## src/hdl/ptb_ram.sv

```systemverilog
`timescale 1ns / 1ps
`default_nettype none

module ptb_ram #(
    parameter int WIDTH = 8,
    parameter int DEPTH = 256
) (
    input  wire logic                     clk,
    input  wire logic                     wr_en,
    input  wire logic [$clog2(DEPTH)-1:0] wr_addr,
    input  wire logic [WIDTH-1:0]         wr_data,
    input  wire logic [$clog2(DEPTH)-1:0] rd_addr,
    output logic      [WIDTH-1:0]         rd_data
);

    logic [WIDTH-1:0] mem [DEPTH];

    always_ff @(posedge clk)
    begin
        if (wr_en)
        begin
            mem[wr_addr] <= wr_data;
        end
        rd_data <= mem[rd_addr];
    end

endmodule

`default_nettype wire

```

## config.mk

```make
export PLATFORM = sky130hd
export DESIGN_NAME = ptb_ram
export DESIGN_NICKNAME = d
export VERILOG_FILES = /design/src/hdl/ptb_ram.sv
export SDC_FILE = /design/constraint.sdc
export NUM_CORES = 2
export LEC_CHECK = 0
export BUFFER_PORTS_ARGS = -buffer_cell sky130_fd_sc_hd__buf_2
export CAP_MARGIN = 20
export CELL_PAD_IN_SITES_DETAIL_PLACEMENT = 1
export CELL_PAD_IN_SITES_GLOBAL_PLACEMENT = 2
export CORE_MARGIN = 1
export CORE_UTILIZATION = 25
export DETAILED_ROUTE_END_ITERATION = 7
export PLACE_DENSITY_LB_ADDON = 0.1
export REMOVE_ABC_BUFFERS = 1
export SLEW_MARGIN = 25
export SYNTH_ARGS = -nofsm -noshare
export SYNTH_HDL_FRONTEND = slang
export SYNTH_SLANG_ARGS = --single-unit
```

## constraint.sdc

```tcl
create_clock -name clk -period 2.42 [get_ports clk]
set_clock_uncertainty 0.15 [all_clocks]
set_input_delay 0.242 -clock clk [delete_from_list [all_inputs] [get_ports clk]]
set_output_delay 0.242 -clock clk [all_outputs]
set_load 0.02 [all_outputs]
```

==> results.toml <==
[placement]
gp_congestion = 0.739
dpl.cell_count = 8514
port-buffer-count = 33
hpwl_mm = 176

[setup_path]
reg2reg_depth = 8
cp-start-kind = "flip-flop"
crit_fanout = 1
r2r_end = "rd_data[3]"
cp.required_ns = 3.02
reg2reg_from = "mem[27][3]"
end_kind = "flip-flop"
critPathLaunch = "mem[27][3]"
cp.arrival_ns = 3.13
ff2ff_setup_slack_ns = -0.11
cp-endpoint = "rd_data[3]"
crit_type = "flip-flop to flip-flop"

[final_layout]
finalNetCount = 4632
final_layout_size_suffix_gt1_share_pct = 35.3
fillers = 31500
area_growth_pct = 24.4
instances_no_fill = 8966
multi_input_area_um2 = 16900
regArea_um2 = 61700

[yosys]
synth-edff-count = 2048
synth-seq-area-share_pct = 77.5
yosysWarnings = 0
synthCells = 3733
async_flop_share_pct = 0
synthDistinctLibCells = 55
syn_area_per_cell_um2 = 21.3
ys_ff_latch = 2056
syn_area_um2 = 79600
ys.flop_type = "edfxtp_1"

[global_routing]
grt_pass1_wl_mm = 367
grt_pass1_vias = 44000
grtUsageTotal_pct = 16.3
grt_overflow = 0
grt_start_max_net_pins = 89
antenna_found_initial = 29

[drt]
drc = 0
vias = 40700
drt-pass1-iter-count = 5
wire_per_inst_um = 29.5
first_iter_violations = 2921
antenna_left = 0
vias_per_cell = 4.54
wl_mm = 265

[sta]
fin_crit_sh_pct = 105
slew_violations = 0
finalHoldViolations = 0
setup_viol = 5
clock.fmax_ghz = 0.395
tns_ns = -0.320
worst_slew_pin_slew_ns = 0.797
period_needed_ns = 2.53
hold_ws_ns = 0.0926
slew_headroom_pct = 46.9
finalWorstSetupSlack_ns = -0.109
rsz0062_at_grt = "true"

[floorplan]
core-area_um2 = 316000
dieArea_um2 = 320000
die_h_um = 566
num_rows = 206
initial_core_util_pct = 25.2
die_width_um = 566
ios = 34

[pwr]
power_mw = 78.6
peakVddDrop_uv = 683
power_density_nw_per_um2 = 795
p_leak_nw = 31.7

[clock_network]
h-tree-depth = 4
clk_pin_slew_ns = 0.06
cts-root-buf = "clkbuf_16"
numCtsBuffers = 236
postCtsSetupRepairBufs = 0
clk_latency_ns = 0.91
cts_tree = "built"
clock_path_buffers = 4
cts_sinks = 2056

[job]
cap_violations = 0

[outcome]
run_status = "complete, but fails checks"
violations = "negative setup slack"

[worst_hold_path]
hold_class = "input port to flip-flop"
==> cell usage after synthesis (31+ instances only) <==
master / count / share of area [%]
a21oi_1: 96 / 0.60
a22oi_1: 133 / 1.3
buf_2: 31 / 0.20
clkbuf_1: 111 / 0.52
edfxtp_1: 2048 / 77
mux2i_1: 134 / 1.7
mux4_2: 454 / 13
nand2_1: 33 / 0.16
nand3_1: 34 / 0.21
nor2_1: 282 / 1.3
nor2b_1: 31 / 0.24
o221ai_1: 46 / 0.51
==> state kept, by name (all words and copies together) (netlist names) <==
register  cells
mem        2048
rd_data       8
==> routing by layer <==
metal	share of wire [%]	wire length (µm)	vias up	track usage (%)
li1	-	-	17500	-
met1	46	122000	22100	22.8
met2	47	126000	705	26.7
met3	3.5	9290	356	2.15
met4	2.8	7500	4	4.40
met5	0.0091	24	-	0
==> worst max-delay path, cell delays in order (launching register included) <==
cell and delay [ns]:
edfxtp_1 0.35, mux4_2 0.49, a22o_1 0.28, a221oi_2 0.18
buf_4 0.18, o221ai_4 0.12, a211oi_4 0.37, buf_6 0.19
nor4_2 0.04
==> layout by cell type, fill, tap and decap left out, types with 8 or more instances in the layout <==
cell / netlist / routed
clkbuf_1: 111 / 59
a22oi_1: 133 / 132
clkinv_1: 1 / 59
nand4_1: 10 / 10
nor4_1: 24 / 8
o211ai_1: 10 / 10
nand2_1: 33 / 32
clkinvlp_4: 0 / 9
clkbuf_16: 0 / 237
buf_2: 31 / 20
nand3_1: 34 / 25
nor4_4: 0 / 8
buf_8: 13 / 10
nand2b_1: 8 / 8
edfxtp_1: 2048 / 2048
mux2i_1: 134 / 134
buf_12: 8 / 102
nor4_2: 3 / 11
nor2_1: 282 / 276
buf_4: 27 / 718
nor2b_1: 31 / 26
o221ai_1: 46 / 43
clkinv_2: 0 / 41
bufinv_16: 0 / 16
o22ai_1: 28 / 28
dfxtp_1: 8 / 8
a21oi_1: 96 / 96
nor3_1: 22 / 16
a211oi_1: 16 / 11
mux4_2: 454 / 454
nand3_2: 0 / 9
a221oi_1: 13 / 10
dlygate4sd3_1: 0 / 14
o21ai_0: 10 / 10
==> how the worst min path moves through the flow <==
| stage | from | endpoint | slack [ns] | cells past startpoint |
|---|---|---|---|---|
| 4_1_cts | wr_addr[7] | mem[244][5] | 0.006 | 4 |
| 2_1_floorplan | wr_data[0] | mem[0][0] | 0.19 | 0 |
| 5_1_grt | wr_addr[7] | mem[244][5] | 0.02 | 4 |
| 3_3_place_gp | wr_data[5] | mem[138][5] | 0.38 | 1 |
| 3_5_place_dp | wr_data[5] | mem[138][5] | 0.39 | 1 |
| 6_report | wr_data[5] | mem[158][5] | 0.09 | 2 |
==> through the flow <==
step | area, µm² | util, % | setup WS [ns]
after floorplan | 78100 | - | -0.380
after global placement | 91100 | 28.9 | -2.50
after detailed placement | 91200 | 28.9 | -1.33
after CTS | 98900 | 31.3 | -0.187
after global routing | 99000 | 31.3 | -0.184
final | 99000 | 31.3 | -0.109
==> layout make-up <==
cell class              count  area share [%]
repair buffers            868            7.95
multi-input cells        1442            17.1
clock inverters           135            1.12
clock buffers             298            6.24
inverters                   2         0.00759
diodes                      5          0.0126
well taps                4160            5.26
flip-flops and latches   2056            62.3
==> timing repair <==
item                       in CTS  in global routing
gates cloned                    0                  0
hold buffers                   14                  0
setup endpoints to repair       9                  8
hold endpoints to repair     2175                  0
resized for setup              47                 11
pin swaps                      18                  5
==> power by group <==
part	internal, mW	leakage (nW)	switching (mW)
clock	19.7	3.55	14.8
sequential	39.3	18.5	0.108
combinational	1.89	9.71	2.91
==> kinds of logic after synthesis <==
kind of cell | share of synthesized area [%]
DFF | 77.5
AOI/OAI and AO/OA | 3.42
buffers and inverters | 1.83
and+or+nand+nor | 2.63
muxes | 14.6
Note: power is estimated with default switching activity, not from simulation.
