[config.mk]
export PLATFORM = sky130hd
export DESIGN_NAME = ptb_div
export DESIGN_NICKNAME = d
export VERILOG_FILES = /design/src/hdl/ptb_pkg.sv /design/src/hdl/ptb_div.sv
export SDC_FILE = /design/constraint.sdc
export NUM_CORES = 1
export LEC_CHECK = 0
export CORE_ASPECT_RATIO = 0.5
export CORE_MARGIN = 5
export CORE_UTILIZATION = 45
export DETAILED_ROUTE_END_ITERATION = 16
export DONT_BUFFER_PORTS = 1
export GPL_ROUTABILITY_DRIVEN = 0
export PLACE_DENSITY_LB_ADDON = 0.08
export SYNTH_ARGS = -nofsm -noshare
export SYNTH_HDL_FRONTEND = slang
export SYNTH_SLANG_ARGS = --single-unit
[constraint.sdc]
create_clock -name clk -period 7.3 [get_ports clk]
set_input_delay 1.46 -clock clk [delete_from_list [all_inputs] [get_ports clk]]
set_output_delay 1.46 -clock clk [all_outputs]
set_load 0.05 [all_outputs]
[src/hdl/ptb_pkg.sv]
`timescale 1ns / 1ps
`default_nettype none

package ptb_pkg;

    localparam int TOKEN_W = 32;
    localparam int TIME_W  = 48;
    localparam int CFG_W   = 16;
    localparam logic [TOKEN_W-1:0] ONE_FX = 32'h0001_0000;

    localparam logic KIND_REQUEST = 1'b0;
    localparam logic KIND_PEEK    = 1'b1;

    typedef enum logic [1:0] {
        REG_LIMIT_ENABLED   = 2'd0,
        REG_BUCKET_CAPACITY = 2'd1,
        REG_WINDOW_SECONDS  = 2'd2
    } reg_index_t;

    typedef struct packed {
        logic        start;
        logic [63:0] num;
        logic [47:0] den;
    } div_req_t;

    typedef struct packed {
        logic        done;
        logic [63:0] quo;
    } div_rsp_t;

endpackage

`default_nettype wire

[src/hdl/ptb_div.sv]
`timescale 1ns / 1ps
`default_nettype none

module ptb_div (
    input  wire logic               clk,
    input  wire logic               rst_n,
    input  wire ptb_pkg::div_req_t  req,
    output ptb_pkg::div_rsp_t       rsp
);

    import ptb_pkg::*;

    logic [63:0] quo_reg, quo_next;
    logic [48:0] rem_reg, rem_next;
    logic [47:0] den_reg, den_next;
    logic [6:0]  cnt_reg, cnt_next;
    logic        busy_reg, busy_next;
    logic        done_reg, done_next;
    logic [48:0] shifted;
    logic [48:0] diff;

    always_comb
    begin
        shifted   = {rem_reg[47:0], quo_reg[63]};
        diff      = shifted - {1'b0, den_reg};
        quo_next  = quo_reg;
        rem_next  = rem_reg;
        den_next  = den_reg;
        cnt_next  = cnt_reg;
        busy_next = busy_reg;
        done_next = 1'b0;
        if (req.start)
        begin
            quo_next  = req.num;
            rem_next  = '0;
            den_next  = req.den;
            cnt_next  = 7'd64;
            busy_next = 1'b1;
        end
        else if (busy_reg)
        begin
            if (!diff[48])
            begin
                rem_next = diff;
                quo_next = {quo_reg[62:0], 1'b1};
            end
            else
            begin
                rem_next = shifted;
                quo_next = {quo_reg[62:0], 1'b0};
            end
            cnt_next = cnt_reg - 7'd1;
            if (cnt_reg == 7'd1)
            begin
                busy_next = 1'b0;
                done_next = 1'b1;
            end
        end
    end

    always_ff @(posedge clk or negedge rst_n)
    begin
        if (!rst_n)
        begin
            busy_reg <= 1'b0;
            done_reg <= 1'b0;
            cnt_reg  <= '0;
        end
        else
        begin
            busy_reg <= busy_next;
            done_reg <= done_next;
            cnt_reg  <= cnt_next;
        end
    end

    always_ff @(posedge clk)
    begin
        quo_reg <= quo_next;
        rem_reg <= rem_next;
        den_reg <= den_next;
    end

    assign rsp.done = done_reg;
    assign rsp.quo  = quo_reg;

endmodule

`default_nettype wire

==> report_table.html <==
<table>
<tr><th>Metric</th><th>Value</th></tr>
<tr><th colspan="2">Power and ir drop</th></tr>
<tr><td>Power Dens Cells</td><td>404 nW/um^2</td></tr>
<tr><td>Combinational cell fraction of total power</td><td>0.401</td></tr>
<tr><td>Leakage Power</td><td>4.26 nW</td></tr>
<tr><td>Sw Ratio</td><td>0.402</td></tr>
<tr><td>Proportion of power drawn by flip-flops and latches</td><td>0.374</td></tr>
<tr><td>Power, Total</td><td>0.00426 W</td></tr>
<tr><td>Max rail drop VDD</td><td>0.000191 V</td></tr>
<tr><td>Clock Power Share</td><td>0.225</td></tr>
<tr><td>Internal power</td><td>0.00255 W</td></tr>
<tr><td>Switching power of the nets</td><td>0.00171 W</td></tr>
<tr><th colspan="2">Final layout</th></tr>
<tr><td>Area growth from synthesis to final layout</td><td>7.74%</td></tr>
<tr><td>Commonest non-fill, non-tap cells in the layout</td><td>sky130_fd_sc_hd__edfxtp_1 (112), sky130_fd_sc_hd__nor2_1 (82), sky130_fd_sc_hd__mux2_2 (64)</td></tr>
<tr><td>Net count reported at finish</td><td>1050</td></tr>
<tr><td>Share of final-layout standard cells stronger than drive strength 1</td><td>0.130</td></tr>
<tr><td>Final cell utilization of the core</td><td>0.490</td></tr>
<tr><td>Leading cell type in the layout, fill and taps excluded</td><td>sky130_fd_sc_hd__edfxtp_1</td></tr>
<tr><td>Largest register FFs</td><td>64</td></tr>
<tr><th colspan="2">Worst setup path</th></tr>
<tr><td>Crit. End Element</td><td>register</td></tr>
<tr><td>Required time worst endpoint</td><td>7580 ps</td></tr>
<tr><td>Worst-path fanout max</td><td>37</td></tr>
<tr><td>Worst flop-to-flop path startpoint</td><td>quo_reg[63]</td></tr>
<tr><td>Reg2Reg Setup Slack</td><td>2550 ps</td></tr>
<tr><td>Kind of critical path</td><td>register to register</td></tr>
<tr><td>Worst reg2reg path endpoint</td><td>rem_reg[16]</td></tr>
<tr><td>Crit start category</td><td>register</td></tr>
<tr><td>Reg2reg path depth</td><td>15</td></tr>
<tr><td>End point of the critical path</td><td>rem_reg[16]</td></tr>
<tr><td>Critical Path AT</td><td>5030 ps</td></tr>
<tr><td>Critical Path Source</td><td>quo_reg[63]</td></tr>
<tr><th colspan="2">Clock network</th></tr>
<tr><td>Clock Latency Late Sink</td><td>460 ps</td></tr>
<tr><td>Root buf cell</td><td>sky130_fd_sc_hd__clkbuf_16</td></tr>
<tr><td>Post-CTS sizing</td><td>0</td></tr>
<tr><td>Buffers inserted during post-CTS setup optimization</td><td>0</td></tr>
<tr><td>CTS Buf Count</td><td>17</td></tr>
<tr><td>Number of hold-repair buffers added at the cts stage</td><td>0</td></tr>
<tr><td>TritonCTS clock tree</td><td>done</td></tr>
<tr><td>Clock-pin transition on the worst setup and hold timing paths</td><td>70 ps</td></tr>
<tr><td>CTS max path bufs</td><td>2</td></tr>
<tr><td>Depth of the CTS H-tree</td><td>4</td></tr>
<tr><td>Number of sinks handled by clock tree synthesis</td><td>169</td></tr>
<tr><th colspan="2">Floorplan</th></tr>
<tr><td>Area of the die</td><td>25000 um^2</td></tr>
<tr><td>Core Box Area</td><td>21500 um^2</td></tr>
<tr><td>DIE WIDTH</td><td>219 um</td></tr>
<tr><td>Placement Rows</td><td>38</td></tr>
<tr><td>Initial core utilization</td><td>0.455</td></tr>
<tr><td>Number of top-level pins</td><td>180</td></tr>
<tr><td>Height of the die</td><td>114 um</td></tr>
<tr><th colspan="2">Run</th></tr>
<tr><td>Max-Cap Viols</td><td>0</td></tr>
<tr><th colspan="2">Run status</th></tr>
<tr><td>Result of the run</td><td>complete, no violations</td></tr>
<tr><th colspan="2">Routing</th></tr>
<tr><td>Per-cell routed wire length</td><td>18.4 um</td></tr>
<tr><td>Total wire length after detailed routing</td><td>22000 um</td></tr>
<tr><td>DRC violation total after the first TritonRoute iteration</td><td>361</td></tr>
<tr><td>Detailed-route DRC error count</td><td>0</td></tr>
<tr><td>Detail Route Antenna Nets</td><td>0</td></tr>
<tr><td>Via/cell ratio</td><td>5.57</td></tr>
<tr><td>Via Count</td><td>6676</td></tr>
<tr><td>Number of search-and-repair iterations in the first detailed-routing pass</td><td>5</td></tr>
<tr><th colspan="2">Timing</th></tr>
<tr><td>RSZ-0062 raised after global routing</td><td>false</td></tr>
<tr><td>Final-report setup violation count</td><td>0</td></tr>
<tr><td>Slew @ Worst Pin</td><td>1010 ps</td></tr>
<tr><td>Period utilisation layout</td><td>0.651</td></tr>
<tr><td>Max Transition Viols Final</td><td>0</td></tr>
<tr><td>Slew margin rel.</td><td>0.318</td></tr>
<tr><td>Sum of negative setup slack</td><td>0 ps</td></tr>
<tr><td>Clock skew after layout</td><td>19.8 ps</td></tr>
<tr><td>Clock period minus final worst setup slack</td><td>4750 ps</td></tr>
<tr><td>Maximum clock frequency</td><td>211 MHz</td></tr>
<tr><td>Final Hold Viols</td><td>0</td></tr>
<tr><th colspan="2">Synth</th></tr>
<tr><td>Synthesized net count</td><td>1073</td></tr>
<tr><td>Number of enable-type register cells in the synthesized netlist</td><td>112</td></tr>
<tr><td>Library cell occupying the most area in the post-synthesis netlist</td><td>sky130_fd_sc_hd__edfxtp_1</td></tr>
<tr><td>Post-synthesis async set-or-reset flop share</td><td>0.0533</td></tr>
<tr><td>Count of warnings emitted by yosys</td><td>0</td></tr>
<tr><td>Average cell area after synthesis</td><td>10.8 um^2</td></tr>
<tr><td>Instance count of the mapped netlist</td><td>907</td></tr>
<tr><td>Part of the Yosys area used for sequential elements</td><td>0.464</td></tr>
<tr><td>Cell variety after synth</td><td>72</td></tr>
<tr><td>Portion of synthesized cell area occupied by the leading cell type</td><td>0.343</td></tr>
<tr><td>Top flip-flop cell by instance count after synthesis</td><td>sky130_fd_sc_hd__edfxtp_1</td></tr>
<tr><td>Register bit count reported by yosys</td><td>169</td></tr>
<tr><td>Ranking of synthesized cells by area</td><td>sky130_fd_sc_hd__edfxtp_1 (34%), sky130_fd_sc_hd__dfxtp_1 (9.8%), sky130_fd_sc_hd__mux2_2 (7.4%), sky130_fd_sc_hd__ha_1 (6.4%), sky130_fd_sc_hd__mux2i_1 (4.3%)</td></tr>
<tr><td>Post-synthesis instance area</td><td>9800 um^2</td></tr>
<tr><th colspan="2">Placement</th></tr>
<tr><td>Sum of net half-perimeters after detailed placement</td><td>15300 um</td></tr>
<tr><td>Port Buffers</td><td>0</td></tr>
<tr><th colspan="2">GRT</th></tr>
<tr><td>Vias in the first global route</td><td>6747</td></tr>
<tr><td>Global-route wire length before repair</td><td>35400 um</td></tr>
<tr><td>Initial antenna violation count</td><td>4</td></tr>
<tr><td>Global-route total usage across every layer</td><td>0.179</td></tr>
<tr><td>Global route overflow</td><td>0</td></tr>
<tr><td>Largest net degree at the start of global routing</td><td>170</td></tr>
<tr><th colspan="2">Worst hold path</th></tr>
<tr><td>Hold Crit Depth</td><td>2</td></tr>
<tr><td>Worst hold path type</td><td>register to register</td></tr>
</table>
==> layout make-up <==
| class | instances | area, um^2 |
|---|---|---|
| antenna | 1 | 2.50 |
| clock buffer | 18 | 429 |
| clock inverter | 14 | 185 |
| fill | 2028 | 11000 |
| inverter | 61 | 229 |
| multi-input combinational | 632 | 4760 |
| sequential | 169 | 4550 |
| tap | 300 | 375 |
| timing repair buffer | 3 | 22.5 |
==> cell usage after synthesis (10+ instances only) <==
master,instances
sky130_fd_sc_hd__a211oi_1,46
sky130_fd_sc_hd__a21o_1,25
sky130_fd_sc_hd__a21oi_1,50
sky130_fd_sc_hd__clkbuf_1,29
sky130_fd_sc_hd__dfxtp_1,48
sky130_fd_sc_hd__edfxtp_1,112
sky130_fd_sc_hd__ha_1,50
sky130_fd_sc_hd__inv_1,61
sky130_fd_sc_hd__mux2_2,64
sky130_fd_sc_hd__mux2i_1,42
sky130_fd_sc_hd__nand2_1,46
sky130_fd_sc_hd__nand3_1,16
sky130_fd_sc_hd__nor2_1,82
sky130_fd_sc_hd__nor2b_1,12
sky130_fd_sc_hd__o21ai_0,25
sky130_fd_sc_hd__o21bai_1,10
sky130_fd_sc_hd__xnor2_1,27
sky130_fd_sc_hd__xor2_1,21
==> critical path: stages (launching register included) <==
cell                       delay [ps]
sky130_fd_sc_hd__edfxtp_1         620
sky130_fd_sc_hd__inv_1            160
sky130_fd_sc_hd__ha_1             170
sky130_fd_sc_hd__inv_1             50
sky130_fd_sc_hd__fa_1             420
sky130_fd_sc_hd__a211oi_1         290
sky130_fd_sc_hd__o21a_2           250
sky130_fd_sc_hd__o21ai_4           90
sky130_fd_sc_hd__a41o_1           240
sky130_fd_sc_hd__a211oi_2         390
sky130_fd_sc_hd__o41ai_4          170
sky130_fd_sc_hd__a211oi_4         310
sky130_fd_sc_hd__xnor2_4          350
sky130_fd_sc_hd__buf_4            660
sky130_fd_sc_hd__mux2i_1          280
sky130_fd_sc_hd__a211oi_1          90
==> worst min path at each step <==
stage / start / end / slack, ps
final: rem_reg[21] / rem_reg[21] / 480
after global routing: rem_reg[44] / rem_reg[44] / 510
after CTS: rem_reg[44] / rem_reg[44] / 490
after detailed placement: rem_reg[44] / rem_reg[44] / 480
after global placement: rem_reg[44] / rem_reg[44] / 470
after floorplan: rem_reg[21] / rem_reg[21] / 450
==> through the flow <==
stage | cells | worst slack, ps | hold slack (ps) | instance area [um^2]
after global routing | 1197 | 2240 | 505 | 10600
final | 1198 | 2550 | 482 | 10600
after detailed placement | 1165 | 2530 | 479 | 9940
after floorplan | 907 | 3560 | 445 | 9800
after CTS | 1197 | 2510 | 489 | 10600
after global placement | 1165 | 2620 | 473 | 9940
==> kinds of logic (layout without fill, tap and decap cells) <==
logic type | after synthesis | in the layout | share of synthesized area
compound gates | 218 | 218 | 0.159
xor+xnor | 49 | 49 | 0.0457
fa+ha+maj | 51 | 51 | 0.0659
buf+inv | 106 | 96 | 0.0497
flops | 169 | 169 | 0.464
mux | 106 | 106 | 0.116
other cells | 0 | 1 | 0
simple gates | 208 | 208 | 0.0988
==> power groups by stage <==
stage	registers [W]	logic, W	clock network, W
final	0.00159	0.00171	0.000958
after detailed placement	0.00161	0.00170	0
after global routing	0.00162	0.00191	0.00103
after floorplan	0.00156	0.00149	0
after CTS	0.00160	0.00171	0.000986
after global placement	0.00161	0.00168	0
==> layer usage <==
metal | share of wire | global-route usage | up-vias
met5 | 0.0022 | 0 | -
met4 | 0.010 | 0.0489 | 8
met3 | 0.078 | 0.0785 | 21
met2 | 0.43 | 0.265 | 165
met1 | 0.48 | 0.241 | 3198
li1 | - | - | 3284
(Power assumes the default switching activity.)
